===== config.mk =====
export PLATFORM = sky130hd
export DESIGN_NAME = data_uri_payload_decoder
export DESIGN_NICKNAME = d
export VERILOG_FILES = /design/src/hw/rtl/duri_pkg.sv /design/src/hw/rtl/data_uri_payload_decoder.sv /design/src/hw/rtl/duri_front.sv /design/src/hw/rtl/duri_queue.sv /design/src/hw/rtl/duri_back.sv
export VERILOG_INCLUDE_DIRS = /design/src /design/src/hw/rtl
export SDC_FILE = /design/constraint.sdc
export NUM_CORES = 1
export LEC_CHECK = 0
export BUFFER_PORTS_ARGS = -buffer_cell sky130_fd_sc_hd__clkbuf_2
export CORE_AREA = 10 10 170 235
export DETAILED_ROUTE_END_ITERATION = 12
export DIE_AREA = 0 0 180 245
export GPL_TIMING_DRIVEN = 0
export HOLD_SLACK_MARGIN = 0.12
export MAX_ROUTING_LAYER = met4
export PLACE_DENSITY_LB_ADDON = 0.15
export RECOVER_POWER = 100
export SLEW_MARGIN = 20
export SYNTH_ARGS = -nofsm -noshare
export SYNTH_HDL_FRONTEND = slang
export SYNTH_SLANG_ARGS = --single-unit

===== constraint.sdc =====
create_clock -name clk_i -period 6.5 [get_ports clk_i]
set_clock_uncertainty 0.15 [all_clocks]
set_input_delay 0.975 -clock clk_i [delete_from_list [all_inputs] [get_ports clk_i]]
set_output_delay 0.975 -clock clk_i [all_outputs]
set_load 0.005 [all_outputs]

===== src/hw/rtl/data_uri_payload_decoder_defines.svh =====
// Assertion macros shared by the data URI payload decoder RTL.
`ifndef DATA_URI_PAYLOAD_DECODER_DEFINES_SVH
`define DATA_URI_PAYLOAD_DECODER_DEFINES_SVH

// Checks that the consequent holds in the same cycle as the antecedent.
`define DURI_ASSERT_NOW(lbl, ante, cons, msg) \
  lbl: assert property (@(posedge clk_i) disable iff (!rst_ni) (ante) |-> (cons)) \
    else $error(msg);

// Checks that the consequent holds in the cycle after the antecedent.
`define DURI_ASSERT_NEXT(lbl, ante, cons, msg) \
  lbl: assert property (@(posedge clk_i) disable iff (!rst_ni) (ante) |=> (cons)) \
    else $error(msg);

`endif


===== src/hw/rtl/duri_pkg.sv =====
// Package with types, codes and lookup functions of the data URI payload decoder.
package duri_pkg;

  // Defaults of the top-level parameters.
  localparam int COUNT_WIDTH_DEF = 32;
  localparam int QUEUE_DEPTH_DEF = 4;

  // Configuration register indexes.
  localparam int CFG_INDEX_W = 4;
  localparam logic [CFG_INDEX_W-1:0] CFG_BASE64_MODE = 4'd0;
  localparam logic [CFG_INDEX_W-1:0] CFG_MAX_DECODED = 4'd1;
  localparam logic [31:0] MAX_DECODED_RESET = 32'hFFFF_FFFF;

  // Error codes reported on the end-of-payload result.
  localparam logic [2:0] ERR_NONE        = 3'd0;
  localparam logic [2:0] ERR_BAD_SYMBOL  = 3'd1;
  localparam logic [2:0] ERR_BAD_PADDING = 3'd2;
  localparam logic [2:0] ERR_BAD_LENGTH  = 3'd3;
  localparam logic [2:0] ERR_BAD_ESCAPE  = 3'd4;
  localparam logic [2:0] ERR_OVER_LIMIT  = 3'd5;

  // Special characters.
  localparam logic [7:0] CH_EQUALS  = 8'h3D;
  localparam logic [7:0] CH_PERCENT = 8'h25;
  localparam logic [7:0] CH_PLUS    = 8'h2B;
  localparam logic [7:0] CH_SLASH   = 8'h2F;
  localparam logic [7:0] CH_DIGIT_0 = 8'h30;
  localparam logic [7:0] CH_DIGIT_9 = 8'h39;
  localparam logic [7:0] CH_UPPER_A = 8'h41;
  localparam logic [7:0] CH_UPPER_F = 8'h46;
  localparam logic [7:0] CH_UPPER_Z = 8'h5A;
  localparam logic [7:0] CH_LOWER_A = 8'h61;
  localparam logic [7:0] CH_LOWER_F = 8'h66;
  localparam logic [7:0] CH_LOWER_Z = 8'h7A;

  // One accepted character after classification: the bytes it releases and,
  // on the last character, the final error code.
  typedef struct packed {
    logic [7:0] byte0;
    logic [7:0] byte1;
    logic [7:0] byte2;
    logic [1:0] nbytes;
    logic       last_char;
    logic [2:0] err;
  } desc_t;

  // A descriptor with its valid flag, as it travels between the parts.
  typedef struct packed {
    logic  valid;
    desc_t desc;
  } desc_chan_t;

  // Base64 alphabet lookup: bit 6 flags a valid symbol, bits 5:0 its value.
  function automatic logic [6:0] sextet_of(input logic [7:0] c);
    logic [7:0] d;
    logic       ok;
    d  = 8'h00;
    ok = 1'b1;
    if (c >= CH_UPPER_A && c <= CH_UPPER_Z) begin
      d = c - CH_UPPER_A;
    end else if (c >= CH_LOWER_A && c <= CH_LOWER_Z) begin
      d = c - CH_LOWER_A + 8'd26;
    end else if (c >= CH_DIGIT_0 && c <= CH_DIGIT_9) begin
      d = c - CH_DIGIT_0 + 8'd52;
    end else if (c == CH_PLUS) begin
      d = 8'd62;
    end else if (c == CH_SLASH) begin
      d = 8'd63;
    end else begin
      ok = 1'b0;
    end
    return {ok, d[5:0]};
  endfunction

  // Hex digit lookup: bit 4 flags a valid digit, bits 3:0 its value.
  function automatic logic [4:0] nibble_of(input logic [7:0] c);
    logic [7:0] d;
    logic       ok;
    d  = 8'h00;
    ok = 1'b1;
    if (c >= CH_DIGIT_0 && c <= CH_DIGIT_9) begin
      d = c - CH_DIGIT_0;
    end else if (c >= CH_LOWER_A && c <= CH_LOWER_F) begin
      d = c - CH_LOWER_A + 8'd10;
    end else if (c >= CH_UPPER_A && c <= CH_UPPER_F) begin
      d = c - CH_UPPER_A + 8'd10;
    end else begin
      ok = 1'b0;
    end
    return {ok, d[3:0]};
  endfunction

endpackage


===== src/hw/rtl/data_uri_payload_decoder.sv =====
// Top level of the data URI payload decoder: configuration, front end, queue and back end.
//
//  channel   | direction | handshake               | payload
//  ----------+-----------+-------------------------+------------------------------------
//  chars     | in        | push_i / full_o         | char_in_i, is_final_i
//  results   | out       | empty_o / pop_i         | data_byte_o, data_valid_o,
//            |           |                         | error_code_o, end_of_payload_o
//  config    | in        | cfg_valid_i/cfg_ready_o | cfg_index_i, cfg_data_i
//
// One character is accepted per cycle unless full_o is high; the front end decodes it
// combinationally. Each character yields zero to three results, drained one per cycle by
// the back end as pop_i allows; results pass through the queue and the output register.
// Input stalls only when the descriptor queue is full; result stalls fill that queue.
// Reset clears the stream state and sets the registers to their reset values;
// there is no clearing pass, and cfg_ready_o is always high.
module data_uri_payload_decoder
  import duri_pkg::*;
#(
  parameter int COUNT_WIDTH = COUNT_WIDTH_DEF,
  parameter int QUEUE_DEPTH = QUEUE_DEPTH_DEF
) (
  input  logic                   clk_i,
  input  logic                   rst_ni,
  input  logic                   push_i,
  output logic                   full_o,
  input  logic [7:0]             char_in_i,
  input  logic                   is_final_i,
  output logic                   empty_o,
  input  logic                   pop_i,
  output logic [7:0]             data_byte_o,
  output logic                   data_valid_o,
  output logic [2:0]             error_code_o,
  output logic                   end_of_payload_o,
  input  logic                   cfg_valid_i,
  output logic                   cfg_ready_o,
  input  logic [CFG_INDEX_W-1:0] cfg_index_i,
  input  logic [31:0]            cfg_data_i
);

`include "data_uri_payload_decoder_defines.svh"

  logic        base64_q;
  logic [31:0] max_decoded_q;
  logic        accept;
  desc_chan_t  enq;
  desc_chan_t  head;
  logic        deq;

  // Configuration registers.
  assign cfg_ready_o = 1'b1;

  always_ff @(posedge clk_i or negedge rst_ni) begin
    if (!rst_ni) begin
      base64_q      <= 1'b0;
      max_decoded_q <= MAX_DECODED_RESET;
    end else if (cfg_valid_i && cfg_ready_o) begin
      if (cfg_index_i == CFG_BASE64_MODE) begin
        base64_q <= cfg_data_i[0];
      end else if (cfg_index_i == CFG_MAX_DECODED) begin
        max_decoded_q <= cfg_data_i;
      end
    end
  end

  assign accept = push_i && !full_o;

  duri_front #(
    .COUNT_WIDTH (COUNT_WIDTH)
  ) u_front (
    .clk_i         (clk_i),
    .rst_ni        (rst_ni),
    .accept_i      (accept),
    .char_in_i     (char_in_i),
    .is_final_i    (is_final_i),
    .base64_mode_i (base64_q),
    .max_decoded_i (max_decoded_q),
    .enq_o         (enq)
  );

  duri_queue #(
    .DEPTH (QUEUE_DEPTH)
  ) u_queue (
    .clk_i  (clk_i),
    .rst_ni (rst_ni),
    .enq_i  (enq),
    .deq_i  (deq),
    .head_o (head),
    .full_o (full_o)
  );

  duri_back u_back (
    .clk_i            (clk_i),
    .rst_ni           (rst_ni),
    .head_i           (head),
    .deq_o            (deq),
    .pop_i            (pop_i),
    .empty_o          (empty_o),
    .data_byte_o      (data_byte_o),
    .data_valid_o     (data_valid_o),
    .error_code_o     (error_code_o),
    .end_of_payload_o (end_of_payload_o)
  );

  // A result without a byte only closes a payload and carries a zero byte.
  `DURI_ASSERT_NOW(a_dataless_is_end, !empty_o && !data_valid_o, end_of_payload_o && data_byte_o == 8'h00, "data-less result is not an end of payload")
  // Error codes appear only on the closing result.
  `DURI_ASSERT_NOW(a_err_only_at_end, !empty_o && !end_of_payload_o, error_code_o == ERR_NONE, "error code on a non-final result")
  // The result register never reports an unknown error code.
  `DURI_ASSERT_NOW(a_err_in_range, !empty_o, error_code_o <= ERR_OVER_LIMIT, "error code out of range")
  // With the queue full the back end must have a result waiting next cycle.
  `DURI_ASSERT_NEXT(a_full_drains, full_o, !empty_o, "queue full but no result presented")

endmodule


===== src/hw/rtl/duri_front.sv =====
// Front end: decodes each accepted character and works out which bytes it releases.
module duri_front
  import duri_pkg::*;
#(
  parameter int COUNT_WIDTH = COUNT_WIDTH_DEF
) (
  input  logic        clk_i,
  input  logic        rst_ni,
  input  logic        accept_i,
  input  logic [7:0]  char_in_i,
  input  logic        is_final_i,
  input  logic        base64_mode_i,
  input  logic [31:0] max_decoded_i,
  output desc_chan_t  enq_o
);

  localparam int LIM_W = (COUNT_WIDTH > 32) ? COUNT_WIDTH : 32;

  localparam logic [1:0] PAD_NONE = 2'd0;
  localparam logic [1:0] PAD_ONE  = 2'd1;
  localparam logic [1:0] PAD_TWO  = 2'd2;

  localparam logic [1:0] ESC_IDLE = 2'd0;
  localparam logic [1:0] ESC_HIGH = 2'd1;
  localparam logic [1:0] ESC_LOW  = 2'd2;

  logic [17:0]            acc_q, acc_d;
  logic [1:0]             pos_q, pos_d;
  logic [1:0]             pad_q, pad_d;
  logic [1:0]             esc_q, esc_d;
  logic [3:0]             hi_q, hi_d;
  logic [COUNT_WIDTH-1:0] count_q, count_d;
  logic [2:0]             sticky_q, sticky_d;

  logic [6:0]  sx;
  logic [4:0]  nib;
  logic        is_eq;
  logic        is_pct;
  logic [1:0]  want;
  logic [7:0]  b0, b1, b2;
  logic [2:0]  step_err;
  logic [5:0]  sext;
  logic        grp_ok;
  logic [1:0]  pad_g;
  logic [23:0] word;

  logic [LIM_W-1:0] max_ext;
  logic [LIM_W-1:0] mask_ext;
  logic [LIM_W-1:0] lim;
  logic [LIM_W-1:0] rem;
  logic [1:0]       room;
  logic [1:0]       nbytes;
  logic [2:0]       fin_err;
  logic [2:0]       sticky_end;

  assign sx     = sextet_of(char_in_i);
  assign nib    = nibble_of(char_in_i);
  assign is_eq  = (char_in_i == CH_EQUALS);
  assign is_pct = (char_in_i == CH_PERCENT);

  // Per-character state update in both modes.
  always_comb begin
    acc_d    = acc_q;
    pos_d    = pos_q;
    pad_d    = pad_q;
    esc_d    = esc_q;
    hi_d     = hi_q;
    want     = 2'd0;
    b0       = 8'h00;
    b1       = 8'h00;
    b2       = 8'h00;
    step_err = ERR_NONE;
    sext     = 6'd0;
    grp_ok   = 1'b0;
    pad_g    = pad_q;
    word     = {acc_q, 6'd0};
    if (sticky_q == ERR_NONE) begin
      if (base64_mode_i) begin
        if (pad_q != PAD_NONE && pos_q == 2'd0) begin
          // Nothing may follow a padded group.
          step_err = ERR_BAD_PADDING;
        end else if (!pos_q[1]) begin
          if (!sx[6]) begin
            step_err = ERR_BAD_SYMBOL;
          end else begin
            acc_d = {acc_q[11:0], sx[5:0]};
            pos_d = pos_q + 2'd1;
          end
        end else if (pos_q == 2'd2) begin
          if (is_eq) begin
            if (acc_q[3:0] != 4'd0) begin
              step_err = ERR_BAD_PADDING;
            end else begin
              pad_d = PAD_ONE;
              acc_d = {acc_q[11:0], 6'd0};
              pos_d = 2'd3;
            end
          end else if (!sx[6]) begin
            step_err = ERR_BAD_SYMBOL;
          end else begin
            acc_d = {acc_q[11:0], sx[5:0]};
            pos_d = 2'd3;
          end
        end else begin
          // Fourth symbol closes the group.
          if (pad_q == PAD_ONE) begin
            if (!is_eq) begin
              step_err = ERR_BAD_PADDING;
            end else begin
              pad_g  = PAD_TWO;
              grp_ok = 1'b1;
            end
          end else if (is_eq) begin
            if (acc_q[1:0] != 2'd0) begin
              step_err = ERR_BAD_PADDING;
            end else begin
              pad_g  = PAD_ONE;
              grp_ok = 1'b1;
            end
          end else if (!sx[6]) begin
            step_err = ERR_BAD_SYMBOL;
          end else begin
            sext   = sx[5:0];
            grp_ok = 1'b1;
          end
          if (grp_ok) begin
            word  = {acc_q, sext};
            pad_d = pad_g;
            acc_d = 18'd0;
            pos_d = 2'd0;
            b0    = word[23:16];
            b1    = word[15:8];
            b2    = word[7:0];
            if (pad_g == PAD_TWO) begin
              want = 2'd1;
            end else if (pad_g == PAD_ONE) begin
              want = 2'd2;
            end else begin
              want = 2'd3;
            end
          end
        end
      end else begin
        if (esc_q == ESC_IDLE) begin
          if (is_pct) begin
            esc_d = ESC_HIGH;
          end else begin
            want = 2'd1;
            b0   = char_in_i;
          end
        end else if (!nib[4]) begin
          step_err = ERR_BAD_ESCAPE;
        end else if (esc_q == ESC_HIGH) begin
          hi_d  = nib[3:0];
          esc_d = ESC_LOW;
        end else begin
          esc_d = ESC_IDLE;
          want  = 2'd1;
          b0    = {hi_q, nib[3:0]};
        end
      end
    end
  end

  // Byte limit: the smaller of the programmed limit and the counter range.
  // A limit lowered below the count already reached leaves no room at all.
  assign max_ext  = LIM_W'(max_decoded_i);
  assign mask_ext = LIM_W'({COUNT_WIDTH{1'b1}});
  assign lim      = (max_ext < mask_ext) ? max_ext : mask_ext;
  assign rem      = (lim > LIM_W'(count_q)) ? lim - LIM_W'(count_q) : '0;
  assign room     = (rem >= LIM_W'(3)) ? 2'd3 : rem[1:0];
  assign nbytes   = (want <= room) ? want : room;
  assign count_d  = count_q + COUNT_WIDTH'(nbytes);

  // Sticky error after the step, then the end-of-payload checks.
  always_comb begin
    if (sticky_q != ERR_NONE) begin
      sticky_d = sticky_q;
    end else if (step_err != ERR_NONE) begin
      sticky_d = step_err;
    end else if (nbytes != want) begin
      sticky_d = ERR_OVER_LIMIT;
    end else begin
      sticky_d = ERR_NONE;
    end
    fin_err = ERR_NONE;
    if (base64_mode_i) begin
      if (pos_d != 2'd0) begin
        fin_err = ERR_BAD_LENGTH;
      end
    end else if (esc_d != ESC_IDLE) begin
      fin_err = ERR_BAD_ESCAPE;
    end
    sticky_end = (sticky_d != ERR_NONE) ? sticky_d : fin_err;
  end

  // Stream state; everything clears after the final character.
  always_ff @(posedge clk_i or negedge rst_ni) begin
    if (!rst_ni) begin
      acc_q    <= '0;
      pos_q    <= '0;
      pad_q    <= PAD_NONE;
      esc_q    <= ESC_IDLE;
      hi_q     <= '0;
      count_q  <= '0;
      sticky_q <= ERR_NONE;
    end else if (accept_i) begin
      if (is_final_i) begin
        acc_q    <= '0;
        pos_q    <= '0;
        pad_q    <= PAD_NONE;
        esc_q    <= ESC_IDLE;
        hi_q     <= '0;
        count_q  <= '0;
        sticky_q <= ERR_NONE;
      end else begin
        acc_q    <= acc_d;
        pos_q    <= pos_d;
        pad_q    <= pad_d;
        esc_q    <= esc_d;
        hi_q     <= hi_d;
        count_q  <= count_d;
        sticky_q <= sticky_d;
      end
    end
  end

  // Only characters that give results are queued.
  assign enq_o.valid          = accept_i && (nbytes != 2'd0 || is_final_i);
  assign enq_o.desc.byte0     = b0;
  assign enq_o.desc.byte1     = b1;
  assign enq_o.desc.byte2     = b2;
  assign enq_o.desc.nbytes    = nbytes;
  assign enq_o.desc.last_char = is_final_i;
  assign enq_o.desc.err       = is_final_i ? sticky_end : ERR_NONE;

endmodule


===== src/hw/rtl/duri_queue.sv =====
// Short descriptor queue between the front end and the result sequencer.
module duri_queue
  import duri_pkg::*;
#(
  parameter int DEPTH = QUEUE_DEPTH_DEF
) (
  input  logic       clk_i,
  input  logic       rst_ni,
  input  desc_chan_t enq_i,
  input  logic       deq_i,
  output desc_chan_t head_o,
  output logic       full_o
);

  localparam int PTR_W = (DEPTH > 1) ? $clog2(DEPTH) : 1;
  localparam int CNT_W = $clog2(DEPTH + 1);
  localparam logic [PTR_W-1:0] LAST_PTR = PTR_W'(DEPTH - 1);

  desc_t            slots_q [DEPTH];
  logic [PTR_W-1:0] wr_ptr_q, wr_ptr_d;
  logic [PTR_W-1:0] rd_ptr_q, rd_ptr_d;
  logic [CNT_W-1:0] count_q, count_d;
  logic             do_enq;
  logic             do_deq;

  assign do_enq = enq_i.valid && (count_q != CNT_W'(DEPTH));
  assign do_deq = deq_i && (count_q != '0);

  // Pointer and fill count bookkeeping.
  always_comb begin
    wr_ptr_d = wr_ptr_q;
    rd_ptr_d = rd_ptr_q;
    count_d  = count_q;
    if (do_enq) begin
      wr_ptr_d = (wr_ptr_q == LAST_PTR) ? '0 : wr_ptr_q + PTR_W'(1);
    end
    if (do_deq) begin
      rd_ptr_d = (rd_ptr_q == LAST_PTR) ? '0 : rd_ptr_q + PTR_W'(1);
    end
    if (do_enq && !do_deq) begin
      count_d = count_q + CNT_W'(1);
    end else if (do_deq && !do_enq) begin
      count_d = count_q - CNT_W'(1);
    end
  end

  always_ff @(posedge clk_i or negedge rst_ni) begin
    if (!rst_ni) begin
      wr_ptr_q <= '0;
      rd_ptr_q <= '0;
      count_q  <= '0;
    end else begin
      wr_ptr_q <= wr_ptr_d;
      rd_ptr_q <= rd_ptr_d;
      count_q  <= count_d;
    end
  end

  // Slot storage.
  always_ff @(posedge clk_i) begin
    if (do_enq) begin
      slots_q[wr_ptr_q] <= enq_i.desc;
    end
  end

  assign head_o.valid = (count_q != '0);
  assign head_o.desc  = slots_q[rd_ptr_q];
  assign full_o       = (count_q == CNT_W'(DEPTH));

endmodule


===== src/hw/rtl/duri_back.sv =====
// Back end: unpacks queued descriptors into single results in an output register.
module duri_back
  import duri_pkg::*;
(
  input  logic       clk_i,
  input  logic       rst_ni,
  input  desc_chan_t head_i,
  output logic       deq_o,
  input  logic       pop_i,
  output logic       empty_o,
  output logic [7:0] data_byte_o,
  output logic       data_valid_o,
  output logic [2:0] error_code_o,
  output logic       end_of_payload_o
);

  logic       out_valid_q;
  logic [7:0] byte_q, byte_d;
  logic       dv_q, dv_d;
  logic [2:0] err_q, err_d;
  logic       eop_q, eop_d;
  logic [1:0] idx_q, idx_d;

  logic       advance;
  logic       extra;
  logic [2:0] total;
  logic       last;
  logic       is_data;
  logic [7:0] sel_byte;

  // A data-less closing result follows when there is an error or no byte.
  assign extra   = head_i.desc.last_char &&
                   (head_i.desc.err != ERR_NONE || head_i.desc.nbytes == 2'd0);
  assign total   = {1'b0, head_i.desc.nbytes} + {2'b00, extra};
  assign last    = ({1'b0, idx_q} == total - 3'd1);
  assign is_data = (idx_q < head_i.desc.nbytes);
  assign advance = !out_valid_q || pop_i;
  assign deq_o   = advance && head_i.valid && last;

  always_comb begin
    unique case (idx_q)
      2'd0:    sel_byte = head_i.desc.byte0;
      2'd1:    sel_byte = head_i.desc.byte1;
      default: sel_byte = head_i.desc.byte2;
    endcase
  end

  // Result for the current position within the head descriptor.
  always_comb begin
    if (is_data) begin
      byte_d = sel_byte;
      dv_d   = 1'b1;
      err_d  = ERR_NONE;
      eop_d  = head_i.desc.last_char && !extra &&
               ({1'b0, idx_q} == {1'b0, head_i.desc.nbytes} - 3'd1);
    end else begin
      byte_d = 8'h00;
      dv_d   = 1'b0;
      err_d  = head_i.desc.err;
      eop_d  = 1'b1;
    end
    idx_d = last ? 2'd0 : idx_q + 2'd1;
  end

  always_ff @(posedge clk_i or negedge rst_ni) begin
    if (!rst_ni) begin
      out_valid_q <= 1'b0;
      idx_q       <= '0;
    end else if (advance) begin
      out_valid_q <= head_i.valid;
      if (head_i.valid) begin
        idx_q <= idx_d;
      end
    end
  end

  // Output payload register.
  always_ff @(posedge clk_i) begin
    if (advance && head_i.valid) begin
      byte_q <= byte_d;
      dv_q   <= dv_d;
      err_q  <= err_d;
      eop_q  <= eop_d;
    end
  end

  assign empty_o          = !out_valid_q;
  assign data_byte_o      = byte_q;
  assign data_valid_o     = dv_q;
  assign error_code_o     = err_q;
  assign end_of_payload_o = eop_q;

endmodule

==> flow_metrics.tcl <==
set metrics [dict create \
    floorplan.die.height_um 245 \
    seq_area_frac_synth_pct 47.6 \
    clock-sinks 239 \
    switching_share_pct 36.4 \
    netlist_instances 1330 \
    detail_route.wl_per_cell_um 20.3 \
    num-fill-cells 3424 \
    p_leak_uw 0.00597 \
    power.combinational.fraction_pct 39.2 \
    setup.worst_path.class "reg2reg" \
    ant_nets 0 \
    worst_setup_hold_path_clk_slew_ns 0.06 \
    timing.final.hold_violations 0 \
    row_count 82 \
    final_core_utilization_pct 44.6 \
    min_path_type "reg2reg" \
    power_per_cell_area_mw_per_mm2 368 \
    cp_data_arrival_time_ns 6.47 \
    fin_nets 1544 \
    syn-cell-area_sq_mm 0.0140 \
    routabilityCongestion 0.915 \
    fin_cells 1908 \
    ioPinCount 66 \
    floorplan.die_area_sq_mm 0.0441 \
    drt_iter0_drc 579 \
    failed_checks "capacitance limit, slew limit" \
    initial_core_util_pct 39.4 \
    post_synth_fa_ha_maj_area_fraction_pct 6.08 \
    drt-vias-per-instance 5.57 \
    count_of_hold_buffers_inserted_by_post_cts_repair 0 \
    synth_simple_gate_area_share_pct 15.2 \
    gr-usage-all-layers_pct 17.6 \
    grt_max_degree 80 \
    final_worst_setup_slack_ns 0.357 \
    clk_latency_ns 0.55 \
    slew_at_the_pin_with_the_worst_max_slew_slack_ns 3.72 \
    fp.dieW_um 180 \
    clock_tree_from_tritoncts "done" \
    largest_driver_fanout_on_the_critical_path 10 \
    detailed_route_drc_error_count 0 \
    layout_common_cells "133 x edfxtp_1, 107 x nand2_1, 93 x a21oi_1" \
    clock_power_share_pct 24.8 \
    place.detailed.hpwl_um 30100 \
    layout.cells.most_common "edfxtp_1" \
    first_global_vias 11000 \
    wl_um 38700 \
    detailedPlace.worstSlack_ns -0.574 \
    timing.critical_path.to_type "register" \
    postSynth.asyncResetShare_pct 44.4 \
    place_inst 1860 \
    cellInternalPower_uw 3720 \
    setup_viol 0 \
    gr-total-overflow 0 \
    drive_gt1_share_pct 16.5 \
    syn-num-nets 1447 \
    maximum_buffer_depth_of_the_clock_tree 3 \
    worstSetupStartpointType "register" \
    cts_made_buffers 25 \
    ir_worst_vdd_mv 0.203 \
    syn2layout_area_growth_pct 13.1 \
    drt_pre_antenna_iters 5 \
    max_slew_margin_pct -148 \
    yosys_most_used_dff "edfxtp_1" \
    synth-seq-cells 239 \
    n_antenna_cell 0 \
    min_period_ns 6.14 \
    synth_compound_gate_area_share_pct 15.9 \
    synth_top_family_by_area "compound AO/OA/AOI/OAI gates" \
    timing.max_cap.violations 1 \
    h_tree_depth 1 \
    synth_xor_area_share_pct 2.12 \
    grt_pass1_wl_um 60900 \
    setup_tns_ns 0 \
    post_synth_mux_area_share_pct 8.48 \
    synth-edff-count 133 \
    clock.fmax_mhz 163 \
    grt_antenna_before_repair 0 \
    design.core.area_sq_mm 0.0356 \
    synth.lib_cells_used.distinct 90 \
    run_status "complete, but fails checks" \
    dr_total_vias 10600 \
    required_ns 6.82 \
    syn-mean-instance-area_sq_um 10.6 \
    power.sequential.fraction_pct 36.0 \
    cts_root_buf "clkbuf_16" \
    report.final.slew_viol_count 80 \
    numPortBuffers 62 \
    layout_worst_path_cycle_share_pct 94.5 \
    ys_warn_count 0 \
    total_switching_power_uw 2130 \
]
## metal layers
layer,vias up,routed length (um),part of all wire (%),global-route usage [%]
li1,5133,-,-,-
met1,5236,14500,38,17.7
met2,201,22000,57,34.6
met3,62,1000,2.6,1.56
met4,0,1180,3.0,5.65
met5,-,0,0,-
## registers in the layout (all words and copies together), names as in the netlist, 3 cells and up
register / flops
u_back.data_byte_o: 8
u_front.hi_q: 4
u_front.sticky_q: 3
u_front.acc_q: 18
max_decoded_q: 32
u_queue.count_q: 3
u_queue.slots_q: 120
u_back.error_code_o: 3
u_front.count_q: 32
## metrics by stage
stage | power, uW | area, sq um | hold slack, ns
2_1_floorplan | 3720 | 14000 | 0.294
3_3_place_gp | 4400 | 14900 | 0.308
3_5_place_dp | 4470 | 15100 | 0.315
4_1_cts | 5950 | 15900 | 0.155
5_1_grt | 6230 | 15900 | 0.376
6_report | 5850 | 15900 | 0.329
## kinds of logic (layout without fill, tap and decap cells)
family,count (synthesis),in the layout
adders and majority gates,67,67
xor gates and xnor gates,34,34
muxes,76,76
other,1,1
and+or+nand+nor,413,413
AOI/OAI and AO/OA,340,340
buffers and inverters,160,276
DFF,239,239
## worst max-delay path, cell delays in order (launching register included)
cell and delay [ns]:
dfstp_2 0.54, inv_1 0.05, ha_1 0.20, fa_1 0.44
nor2b_4 0.18, o31a_1 0.23, o22ai_2 0.15, o211ai_1 0.46
nand2_1 0.14, mux2i_1 0.18, or4b_4 0.52, nor4_4 0.13
buf_4 0.18, a41o_1 0.19, o2111a_1 0.25, ha_1 0.29
nand3_1 0.14, or3_1 0.35, o311ai_2 0.17, nor2_1 0.29
buf_2 0.31, or3_1 0.37, a21oi_1 0.15
## final timing paths
kind | startpoint | endpoint | slack (ns) | depth (start not counted)
min in group asynchronous | rst_ni | base64_q$_DFFE_PN0P_ | 0.62 | 1
min | u_front.hi_q[1]$_DFFE_PN0P_ | u_front.hi_q[1]$_DFFE_PN0P_ | 0.33 | 2
max reg2reg | max_decoded_q[0]$_DFFE_PN1P_ | u_front.count_q[13]$_DFFE_PN0P_ | 0.36 | 22
max in group asynchronous | rst_ni | u_front.acc_q[5]$_DFFE_PN0P_ | 1.23 | 2
min reg2reg | u_front.hi_q[1]$_DFFE_PN0P_ | u_front.hi_q[1]$_DFFE_PN0P_ | 0.33 | 2
max | max_decoded_q[0]$_DFFE_PN1P_ | u_front.count_q[13]$_DFFE_PN0P_ | 0.36 | 22
## cells in the mapped netlist (8+ instances only)
library cell | number | area (sq um)
a21o_1 | 14 | 105
nor3_1 | 34 | 170
nor2_1 | 92 | 345
or3_1 | 23 | 144
inv_1 | 68 | 255
dfstp_2 | 32 | 841
xor2_1 | 11 | 96.3
o21ai_0 | 75 | 375
a22oi_1 | 15 | 113
a21oi_1 | 94 | 470
a211o_1 | 8 | 70.1
nor4_1 | 11 | 68.8
a211oi_1 | 12 | 90.1
ha_1 | 65 | 813
mux4_2 | 30 | 676
dfrtp_1 | 74 | 1850
o31ai_1 | 16 | 120
mux2i_1 | 9 | 90.1
nand2_1 | 107 | 402
and2_1 | 24 | 150
clkbuf_1 | 60 | 225
edfxtp_1 | 133 | 3990
buf_1 | 11 | 41.3
nand2b_1 | 14 | 87.6
a22o_1 | 16 | 140
xnor2_1 | 23 | 201
mux2_2 | 35 | 394
nand4_1 | 28 | 175
buf_2 | 16 | 80.1
o21a_1 | 11 | 82.6
nand3_1 | 27 | 135
## power by group through the flow
stage	logic, uW	clock network (uW)	registers (uW)
after floorplan	1630	0	2100
after global placement	2270	0	2140
after detailed placement	2340	0	2140
after CTS	2350	1490	2110
after global routing	2540	1550	2140
final	2290	1450	2110
## layout make-up
| class | count | area, sq um | share of cell area (%) |
|---|---|---|---|
| tap | 462 | 578 | 3.64 |
| multi-input combinational | 931 | 6740 | 42.5 |
| buffer | 92 | 389 | 2.45 |
| inverter | 68 | 255 | 1.61 |
| sequential | 239 | 6690 | 42.1 |
| timing repair buffer | 70 | 414 | 2.61 |
| clock inverter | 13 | 148 | 0.930 |
| clock buffer | 33 | 666 | 4.19 |
## repair_timing
item,in CTS,in global routing
pin swaps,0,1
endpoints found under the hold margin,0,0
cloned,0,0
resized for setup,3,4
setup endpoints to repair,16,15
buffers inserted,0,2
(Power assumes the default switching activity.)
